[config.mk]
export PLATFORM = sky130hd
export DESIGN_NAME = dct_coefficient_lsb_embedder_core
export DESIGN_NICKNAME = d
export VERILOG_FILES = /design/src/rtl/dctle_pkg.sv /design/src/rtl/dctle_cfg.sv /design/src/rtl/dctle_embed.sv /design/src/rtl/dct_coefficient_lsb_embedder_core.sv
export SDC_FILE = /design/constraint.sdc
export NUM_CORES = 1
export LEC_CHECK = 0
export BUFFER_PORTS_ARGS = -buffer_cell sky130_fd_sc_hd__buf_2
export CAP_MARGIN = 5
export CORE_AREA = 2 2 122 124
export CTS_BUF_LIST = sky130_fd_sc_hd__clkbuf_2
export DETAILED_ROUTE_END_ITERATION = 12
export DIE_AREA = 0 0 124 126
export PLACE_DENSITY = 0.84
export SLEW_MARGIN = 20
export SYNTH_ARGS = -nofsm -noshare
export SYNTH_HDL_FRONTEND = slang
export SYNTH_HIERARCHICAL = 1
export SYNTH_SLANG_ARGS = --single-unit
[constraint.sdc]
create_clock -name clk -period 6.1 [get_ports clk]
set_input_delay 1.22 -clock clk [delete_from_list [all_inputs] [get_ports clk]]
set_output_delay 1.22 -clock clk [all_outputs]
set_load 0.01 [all_outputs]
[src/rtl/dctle_pkg.sv]
`default_nettype none
package dctle_pkg;

  localparam int COEF_WIDTH = 12;
  localparam int MAG_WIDTH  = COEF_WIDTH - 1;
  localparam int POS_WIDTH  = 6;

  localparam logic [1:0] REG_LENGTH_COUNT      = 2'd0;
  localparam logic [1:0] REG_LENGTH_WORD       = 2'd1;
  localparam logic [1:0] REG_LENGTH_START_MASK = 2'd2;
  localparam logic [1:0] REG_PAIR_TOTAL        = 2'd3;

  localparam logic [1:0] CODE_HEADER = 2'd0;
  localparam logic [1:0] CODE_LENGTH = 2'd1;
  localparam logic [1:0] CODE_DATA   = 2'd2;
  localparam logic [1:0] CODE_DONE   = 2'd3;

  typedef enum logic [3:0] {
    PH_HEADER = 4'b0001,
    PH_LENGTH = 4'b0010,
    PH_DATA   = 4'b0100,
    PH_DONE   = 4'b1000
  } phase_t;

  typedef struct packed {
    logic [POS_WIDTH-1:0]         position;
    logic signed [COEF_WIDTH-1:0] coefficient;
    logic [1:0]                   payload_pair;
  } in_item_t;

  typedef struct packed {
    logic signed [COEF_WIDTH-1:0] coefficient_out;
    logic                         pair_used;
    logic [1:0]                   embed_phase;
  } out_item_t;

  typedef struct packed {
    logic [3:0]  length_count;
    logic [15:0] length_word;
    logic [15:0] length_start_mask;
    logic [15:0] pair_total;
  } cfg_t;

  typedef struct packed {
    phase_t      phase;
    logic [4:0]  length_remaining;
    logic [15:0] length_bit_mask;
    logic [15:0] pairs_written;
  } state_t;

  function automatic logic [1:0] phase_code(input phase_t ph);
    logic [1:0] code;
    unique case (ph)
      PH_HEADER: code = CODE_HEADER;
      PH_LENGTH: code = CODE_LENGTH;
      PH_DATA:   code = CODE_DATA;
      PH_DONE:   code = CODE_DONE;
      default:   code = CODE_HEADER;
    endcase
    return code;
  endfunction

  function automatic logic [COEF_WIDTH-1:0] apply_sign(input logic [MAG_WIDTH-1:0] mag,
                                                       input logic neg);
    logic [COEF_WIDTH-1:0] ext;
    ext = {1'b0, mag};
    return neg ? (COEF_WIDTH'(0) - ext) : ext;
  endfunction

endpackage
`default_nettype wire

[src/rtl/dctle_cfg.sv]
`default_nettype none
module dctle_cfg (
  input  wire logic        clk,
  input  wire logic        rst_n,
  input  wire logic        cfg_psel,
  input  wire logic        cfg_penable,
  input  wire logic        cfg_pwrite,
  input  wire logic [3:0]  cfg_paddr,
  input  wire logic [31:0] cfg_pwdata,
  output logic      [31:0] cfg_prdata,
  output logic             cfg_pready,
  output dctle_pkg::cfg_t  cfg
);

  dctle_pkg::cfg_t cfg_r;
  logic [1:0]      idx;
  logic            wr_en;

  assign idx        = cfg_paddr[3:2];
  assign wr_en      = cfg_psel && cfg_penable && cfg_pwrite;
  assign cfg_pready = 1'b1;
  assign cfg        = cfg_r;

  always_ff @(posedge clk) begin
    if (!rst_n) begin
      cfg_r.length_count      <= 4'd0;
      cfg_r.length_word       <= 16'd0;
      cfg_r.length_start_mask <= 16'h8000;
      cfg_r.pair_total        <= 16'd0;
    end else if (wr_en) begin
      unique case (idx)
        dctle_pkg::REG_LENGTH_COUNT:      cfg_r.length_count      <= cfg_pwdata[3:0];
        dctle_pkg::REG_LENGTH_WORD:       cfg_r.length_word       <= cfg_pwdata[15:0];
        dctle_pkg::REG_LENGTH_START_MASK: cfg_r.length_start_mask <= cfg_pwdata[15:0];
        dctle_pkg::REG_PAIR_TOTAL:        cfg_r.pair_total        <= cfg_pwdata[15:0];
        default: ;
      endcase
    end
  end

  always_comb begin
    unique case (idx)
      dctle_pkg::REG_LENGTH_COUNT:      cfg_prdata = {28'd0, cfg_r.length_count};
      dctle_pkg::REG_LENGTH_WORD:       cfg_prdata = {16'd0, cfg_r.length_word};
      dctle_pkg::REG_LENGTH_START_MASK: cfg_prdata = {16'd0, cfg_r.length_start_mask};
      dctle_pkg::REG_PAIR_TOTAL:        cfg_prdata = {16'd0, cfg_r.pair_total};
      default:                          cfg_prdata = 32'd0;
    endcase
  end

endmodule
`default_nettype wire

[src/rtl/dctle_embed.sv]
`default_nettype none
module dctle_embed (
  input  wire dctle_pkg::in_item_t  item,
  input  wire dctle_pkg::cfg_t      cfg,
  input  wire dctle_pkg::state_t    st,
  output dctle_pkg::out_item_t res,
  output dctle_pkg::state_t    st_nxt
);

  logic [dctle_pkg::COEF_WIDTH-1:0] raw;
  logic [dctle_pkg::COEF_WIDTH-1:0] neg_raw;
  logic [dctle_pkg::COEF_WIDTH-1:0] mag_full;
  logic [dctle_pkg::MAG_WIDTH-1:0]  mag;
  logic                             neg;
  logic                             ac;
  logic                             gt15;
  logic                             gt1;
  logic                             ge4;
  logic                             len_bit;

  assign raw      = item.coefficient;
  assign neg      = raw[dctle_pkg::COEF_WIDTH-1];
  assign neg_raw  = dctle_pkg::COEF_WIDTH'(0) - raw;
  assign mag_full = neg ? neg_raw : raw;
  // most negative value clamps to the largest magnitude
  assign mag      = mag_full[dctle_pkg::COEF_WIDTH-1] ? '1
                                                      : mag_full[dctle_pkg::MAG_WIDTH-1:0];
  assign ac       = item.position != '0;
  assign gt15     = mag[dctle_pkg::MAG_WIDTH-1:4] != '0;
  assign gt1      = mag[dctle_pkg::MAG_WIDTH-1:1] != '0;
  assign ge4      = mag[dctle_pkg::MAG_WIDTH-1:2] != '0;
  assign len_bit  = |(cfg.length_word & st.length_bit_mask);

  always_comb begin
    st_nxt              = st;
    res.coefficient_out = item.coefficient;
    res.pair_used       = 1'b0;
    if (ac) begin
      unique case (st.phase)
        dctle_pkg::PH_HEADER: begin
          if (gt15) begin
            res.coefficient_out = dctle_pkg::apply_sign(
                {mag[dctle_pkg::MAG_WIDTH-1:4], cfg.length_count}, neg);
            st_nxt.length_remaining = {1'b0, cfg.length_count};
            st_nxt.length_bit_mask  = cfg.length_start_mask;
            st_nxt.phase            = dctle_pkg::PH_LENGTH;
          end
        end
        dctle_pkg::PH_LENGTH: begin
          if (gt15) begin
            res.coefficient_out = dctle_pkg::apply_sign(
                {mag[dctle_pkg::MAG_WIDTH-1:1], len_bit}, neg);
            if (st.length_remaining == 5'd0) begin
              st_nxt.phase = dctle_pkg::PH_DATA;
            end
            st_nxt.length_remaining = st.length_remaining - 5'd1;
            st_nxt.length_bit_mask  = {1'b0, st.length_bit_mask[15:1]};
          end
        end
        dctle_pkg::PH_DATA: begin
          if (gt1) begin
            if (ge4) begin
              res.coefficient_out = dctle_pkg::apply_sign(
                  {mag[dctle_pkg::MAG_WIDTH-1:2], item.payload_pair}, neg);
              res.pair_used        = 1'b1;
              st_nxt.pairs_written = st.pairs_written + 16'd1;
            end
            if (st_nxt.pairs_written == cfg.pair_total) begin
              st_nxt.phase = dctle_pkg::PH_DONE;
            end
          end
        end
        dctle_pkg::PH_DONE: ;
        default: ;
      endcase
    end
    res.embed_phase = dctle_pkg::phase_code(st_nxt.phase);
  end

endmodule
`default_nettype wire

[src/rtl/dct_coefficient_lsb_embedder_core.sv]
// DCT coefficient LSB embedder.
// Input channel in_valid/in_ready/in_data carries one quantized coefficient
// with its block position and the next payload pair. Result channel
// out_valid/out_ready/out_data returns exactly one item per input: the
// rewritten coefficient, a flag telling the source a pair was consumed, and
// the embedding phase after that item.
// An accepted item is captured in the output register at the edge that accepts
// it. Throughput is one item per cycle while the receiver does not stall; the
// phase and counter update sits in the same cycle as the embed logic.
// in_ready is high while the output register is empty or being drained, so
// a receiver stall holds the result and stops input after one item.
// Registers on the cfg_ APB port (4 words at byte offsets 0, 4, 8, 12) are to be
// written by the user only while the stream is idle; the block does not enforce it.
// Synchronous reset clears the phase to header, the counters to zero, the
// registers to their defaults and drops out_valid.
`default_nettype none
module dct_coefficient_lsb_embedder_core (
  input  wire logic                 clk,
  input  wire logic                 rst_n,
  input  wire logic                 in_valid,
  output logic                      in_ready,
  input  wire dctle_pkg::in_item_t  in_data,
  output logic                      out_valid,
  input  wire logic                 out_ready,
  output dctle_pkg::out_item_t      out_data,
  input  wire logic                 cfg_psel,
  input  wire logic                 cfg_penable,
  input  wire logic                 cfg_pwrite,
  input  wire logic [3:0]           cfg_paddr,
  input  wire logic [31:0]          cfg_pwdata,
  output logic      [31:0]          cfg_prdata,
  output logic                      cfg_pready
);

  dctle_pkg::cfg_t      cfg;
  dctle_pkg::state_t    state_r;
  dctle_pkg::state_t    state_nxt;
  dctle_pkg::out_item_t res;
  dctle_pkg::out_item_t out_data_r;
  logic                 out_valid_r;
  logic                 in_xfer;

  dctle_cfg u_cfg (
    .clk         (clk),
    .rst_n       (rst_n),
    .cfg_psel    (cfg_psel),
    .cfg_penable (cfg_penable),
    .cfg_pwrite  (cfg_pwrite),
    .cfg_paddr   (cfg_paddr),
    .cfg_pwdata  (cfg_pwdata),
    .cfg_prdata  (cfg_prdata),
    .cfg_pready  (cfg_pready),
    .cfg         (cfg)
  );

  dctle_embed u_embed (
    .item   (in_data),
    .cfg    (cfg),
    .st     (state_r),
    .res    (res),
    .st_nxt (state_nxt)
  );

  assign in_ready  = !out_valid_r || out_ready;
  assign in_xfer   = in_valid && in_ready;
  assign out_valid = out_valid_r;
  assign out_data  = out_data_r;

  always_ff @(posedge clk) begin
    if (!rst_n) begin
      state_r.phase            <= dctle_pkg::PH_HEADER;
      state_r.length_remaining <= 5'd0;
      state_r.length_bit_mask  <= 16'd0;
      state_r.pairs_written    <= 16'd0;
      out_valid_r              <= 1'b0;
    end else begin
      if (in_xfer) begin
        state_r <= state_nxt;
      end
      if (in_xfer) begin
        out_valid_r <= 1'b1;
      end else if (out_ready) begin
        out_valid_r <= 1'b0;
      end
    end
  end

  always_ff @(posedge clk) begin
    if (in_xfer) begin
      out_data_r <= res;
    end
  end

endmodule
`default_nettype wire

* Yosys cells after proc, flatten, opt, wreduce, memory -nomap -nowiden
Cells that the tools add are included.
W data, S select, Z words.
** Cells by class
- Mux-type cells :: 30
- Eq/ne operators :: 12
- Bitwise gates (word level) :: 1
- Reduce and logical (&&, ||, !) cells :: 21
- $add $sub $neg :: 6
** Operators by type and width (number)
- $pmux W32 S4 :: 1
- $mux W16 :: 6
- $mux W12 :: 6
- $mux W25 :: 2
- $pmux W21 S2 :: 1
- $mux W41 :: 1
- $mux W13 :: 3
- $pmux W12 S3 :: 1
- $sub A1 B11 Y12 const A :: 3
- $add A16 B1 Y16 const B :: 1
- $and A16 B16 Y16 :: 1
- $eq A16 B16 Y1 :: 1
- $reduce_or A16 Y1 :: 1
- $mux W4 :: 3
- $pmux W4 S3 :: 1
- $sub A1 B12 Y12 const A :: 1
- $mux W11 :: 1
- $reduce_bool A10 Y1 :: 1
- $reduce_bool A9 Y1 :: 1
- $eq A4 B2 Y1 const B :: 2
- $eq A4 B3 Y1 const B :: 2
- $reduce_and A2 Y1 :: 4
- $reduce_bool A7 Y1 :: 1
- $pmux W2 S3 :: 1
- 17 further kinds :: 24
** Storage, ports and cells
- Flip-flop bits (word level) :: 109
- Word-level logic and storage cells :: 82
- Output and inout port bits :: 50
- Input port bits :: 63

* Logic depth before layout (Yosys ltp)
- Word-level depth :: 15
- Depth in mapped cells :: 16
- Gate-level depth less buffers :: 13

* Modules after synthesis
Netlist, hierarchy kept.
** By module, submodules not included
- dctle_embed :: instances 1, cells an instance 498, area an instance 3129.3 um2, seq. area each 0.0 um2
- dctle_cfg :: instances 1, cells an instance 245, area an instance 2486.1 um2, seq. area each 1041.0 um2
- dct_coefficient_lsb_embedder_core :: instances 1, cells an instance 198, area an instance 2169.6 um2, seq. area each 1291.2 um2

* Worst setup path after synthesis
No wires, ideal clock.
- Path kind :: input to register
- From :: input in_data[6] (netlist bit)
- To :: register state_r[39] (netlist bit)
- Data arrival time :: 4011 ps
- Path buffers :: 2
- Library setup time :: 118 ps
- Cell stages on the path :: 13
- Data required time :: 5982 ps
- Setup slack :: 1970 ps
- Cells stage by stage :: buf_2 -> or4_4 -> o31a_1 -> a211oi_4 -> o21ai_4 -> nor3_4 -> buf_6 -> o211a_1 -> o22ai_1 -> or4_4 -> o31a_1 -> nand2_1 -> mux2i_1
** RTL lines
- from (decl) :: RTL line dct_coefficient_lsb_embedder_core.sv:22 : input wire dctle_pkg::in_item_t in_data,
- to (signal assigned) :: RTL line dct_coefficient_lsb_embedder_core.sv:78 : state_r <= state_nxt;
- to (decl) :: RTL line dct_coefficient_lsb_embedder_core.sv:36 : dctle_pkg::state_t state_r;

==> flow_summary_export.csv <==
group,metric,value,unit
finish,syn2layout_area_growth,4.85,%
synth,avgSynthCellArea,8.27,sq um
detailed_routing,drt_iter0_markers,733,
synth,synth_cell_types,88,
global_route,grt_max_degree,85,
worst_setup_path,crit_path_max_fanout,13,
worst_setup_path,cp.arrival,5000,ps
clock_tree,cts_buffer_depth,2,
finish,diodes,0,
power_and_ir_drop,p_leak,3.27,nW
hold_path,holdPathEnd,"state_r[16]",
finish,design_area,0.00816,sq mm
place,placed_cells,1143,
worst_setup_path,worst_setup_path_end_kind,"register",
clock_tree,cts_tree,"yes",
synth,synth_top_area_share,24.2,%
clock_tree,cts_buffers,9,
detailed_routing,first_pass_iters,8,
place,placed_area,0.00802,sq mm
synth,synth_area_leaders,"dfxtp_1, mux2i_1, nand2_1",
synth,yosysWarnings,6,
sta,max_slew_margin,29.1,%
floorplan,die_width,124,um
worst_setup_path,r2r_start,"state_r[40]",
sta,tightest_slew,1060,ps
finish,drive_above_1_share,14.3,%
detailed_routing,ant_nets,0,
floorplan,ios,113,
sta,hold_viol,0,
floorplan,fp.dieH,126,um
global_route,grt.overflow.total,0,
synth,synth_ff_type,"dfxtp_1",
floorplan,dieArea,0.0156,sq mm
finish,final_common_cell,"nand2_1",
sta,fin_skew,46.1,ps
finish,most-common-layout-cells,"nand2_1, mux2i_1, dfxtp_1",
global_route,first_global_vias,6524,
detailed_routing,drt-total-wl,20.9,mm
worst_setup_path,crit_path_cell_trace,"buf_2, inv_1, ha_1, nor3b_2, a21oi_1, o32ai_1, nand4_4, nor3_4, o31a_2, o211ai_1, or4_4, o31a_1, nand2_1, mux2i_1",
synth,synth_seq_cells,109,
sta,max_freq,225,MHz
hold_path,hp-class,"register to register",
clock_tree,cts.sinks,109,
synth,syn_inst,941,
clock_tree,clkTransAtPathRegs,320,ps
clock_tree,cts_resized,0,
global_route,antenna_found_initial,0,
place,dp_hpwl,14.9,mm
floorplan,initial_core_util,54.4,%
clock_tree,cts_max_level,3,
worst_setup_path,startpoint_type,"input pin",
power_and_ir_drop,total_power,1.54,mW
worst_setup_path,r2r_setup_slack,2620,ps
global_route,grt_first_pass_wirelength,32.9,mm
worst_setup_path,reg2reg_depth,4,
worst_setup_path,critPathSlowestCell,"or4_4",
place,io_buffers,77,
power_and_ir_drop,irDropWorstVdd,0.133,mV
hold_path,min-delay-start,"state_r[16]",
worst_setup_path,crit_family,"simple AND/OR/NAND/NOR gates",
clock_tree,cts_root_buf,"clkbuf_2",
job,maxCapViolCount,0,
worst_setup_path,worstSetupPathType,"input pin to register",
worst_setup_path,slowest_delay,550,ps
sta,period_share,73.0,%
worst_setup_path,timing.rr.end,"out_data[9]",
finish,finalNonFillerCells,1158,
power_and_ir_drop,power.density,189,mW/mm^2
synth,async_flop_share,0,%
hold_path,hold_depth,2,
synth,yosysSeqAreaShare,30.0,%
floorplan,fp-row-count,44,
synth,synth_edf_count,15,
detailed_routing,vias,7178,
sta,fin_setup_tns,0,ps
sta,finalSetupViolCount,0,
sta,fin_crit,4450,ps
sta,rsz0062_at_grt,"no",
detailed_routing,drc,0,
global_route,grt_usage,26.6,%
clock_tree,cts_hold_buffers,0,
finish,final_nets,1039,
detailed_routing,via_per_inst,6.20,
synth,mappedNetlistArea,0.00778,sq mm
clock_tree,clock_latency,640,ps
place,routabilityCongestion,0.978,
clock_tree,post_cts_buffers,0,
worst_setup_path,crit_buf_inv,2,
outcome,status,"complete, no violations",
worst_setup_path,cp.required,6650,ps
detailed_routing,avgRoutedWirePerCell,18.1,um
floorplan,core_area,0.0143,sq mm
sta,drv_slew,0,
synth,synth.largest_area_cell,"dfxtp_1",
sta,holdWs,505,ps
==> worst min-delay path, cell delays in order (launching register included) <==
cell and delay, ps:
dfxtp_1 410, nand2_1 60, mux2i_1 50
==> state kept, by name (all words and copies together) (netlist names) <==
signal,count
state_r,41
out_valid,1
u_cfg/cfg,52
out_data,15
==> metal layers <==
metal  vias up  part of all wire [%]  global-route usage, %
met1      3396                    43                   36.0
li1       3379                     -                      -
met3        59                   7.3                   3.13
met5         -                     0                      0
met4         0                   3.5                   10.9
met2       344                    47                   42.9
==> synth_stat cells (4+ instances only) <==
cell and instances:
inv_1 22, mux2_1 12, edfxtp_1 15, xor2_1 19, clkbuf_1 37, buf_4 17, nor4_1 6, a221oi_1 7
o22ai_1 11, a21o_1 4, nor2b_1 4, buf_12 5, nand2_1 220, o21ai_0 46, o21ai_1 4, nand3_1 17
nand4_1 7, a22o_1 22, nand2b_1 7, mux4_2 4, ha_1 6, nor3_1 10, buf_6 7, dfxtp_1 94
buf_2 13, a31oi_1 5, a32o_1 5, o31ai_1 13, and3_1 7, mux2i_1 97, a22oi_1 21, a21oi_1 22
xnor2_1 36, nor2_1 36
==> where the power goes <==
group          switching (mW)  internal, mW  total (mW)
sequential             0.0163         0.759       0.776
clock                   0.266         0.142       0.408
combinational           0.234         0.127       0.361
==> cell families after synthesis <==
kind of cell / synth area share [%]
simple gates: 21.8
compound gates: 17.5
mux: 15.8
flops: 30.0
buf+inv: 7.71
xor+xnor: 6.19
fa+ha+maj: 0.964
other cells: 0.0965
==> final cells by class <==
| type | count | area, sq um |
|---|---|---|
| fillers | 1319 | 6150 |
| flip-flops and latches | 109 | 2330 |
| multi-input cells | 744 | 4930 |
| clock inverters | 6 | 103 |
| repair buffers | 84 | 440 |
| well taps | 184 | 230 |
| inverters | 22 | 82.6 |
| clock buffers | 9 | 45.0 |
==> metrics by stage <==
stage / setup slack, ps / utilization, %
after floorplan: 1970 / -
after global placement: 1100 / 56.0
after detailed placement: 1010 / 56.0
after CTS: 1720 / 57.0
after global routing: 1380 / 57.0
final: 1650 / 57.0
==> how the worst max path moves through the flow <==
stage | slack, ps | cells past startpoint | start | to
floorplan | 1970 | 13 | in_data[6] | state_r[39]
global placement | 1100 | 14 | in_data[3] | state_r[39]
detailed placement | 1010 | 14 | in_data[3] | state_r[39]
CTS | 1720 | 14 | in_data[3] | state_r[39]
global route | 1380 | 14 | in_data[3] | state_r[39]
finish | 1650 | 14 | in_data[3] | state_r[39]
(Power assumes the default switching activity.)
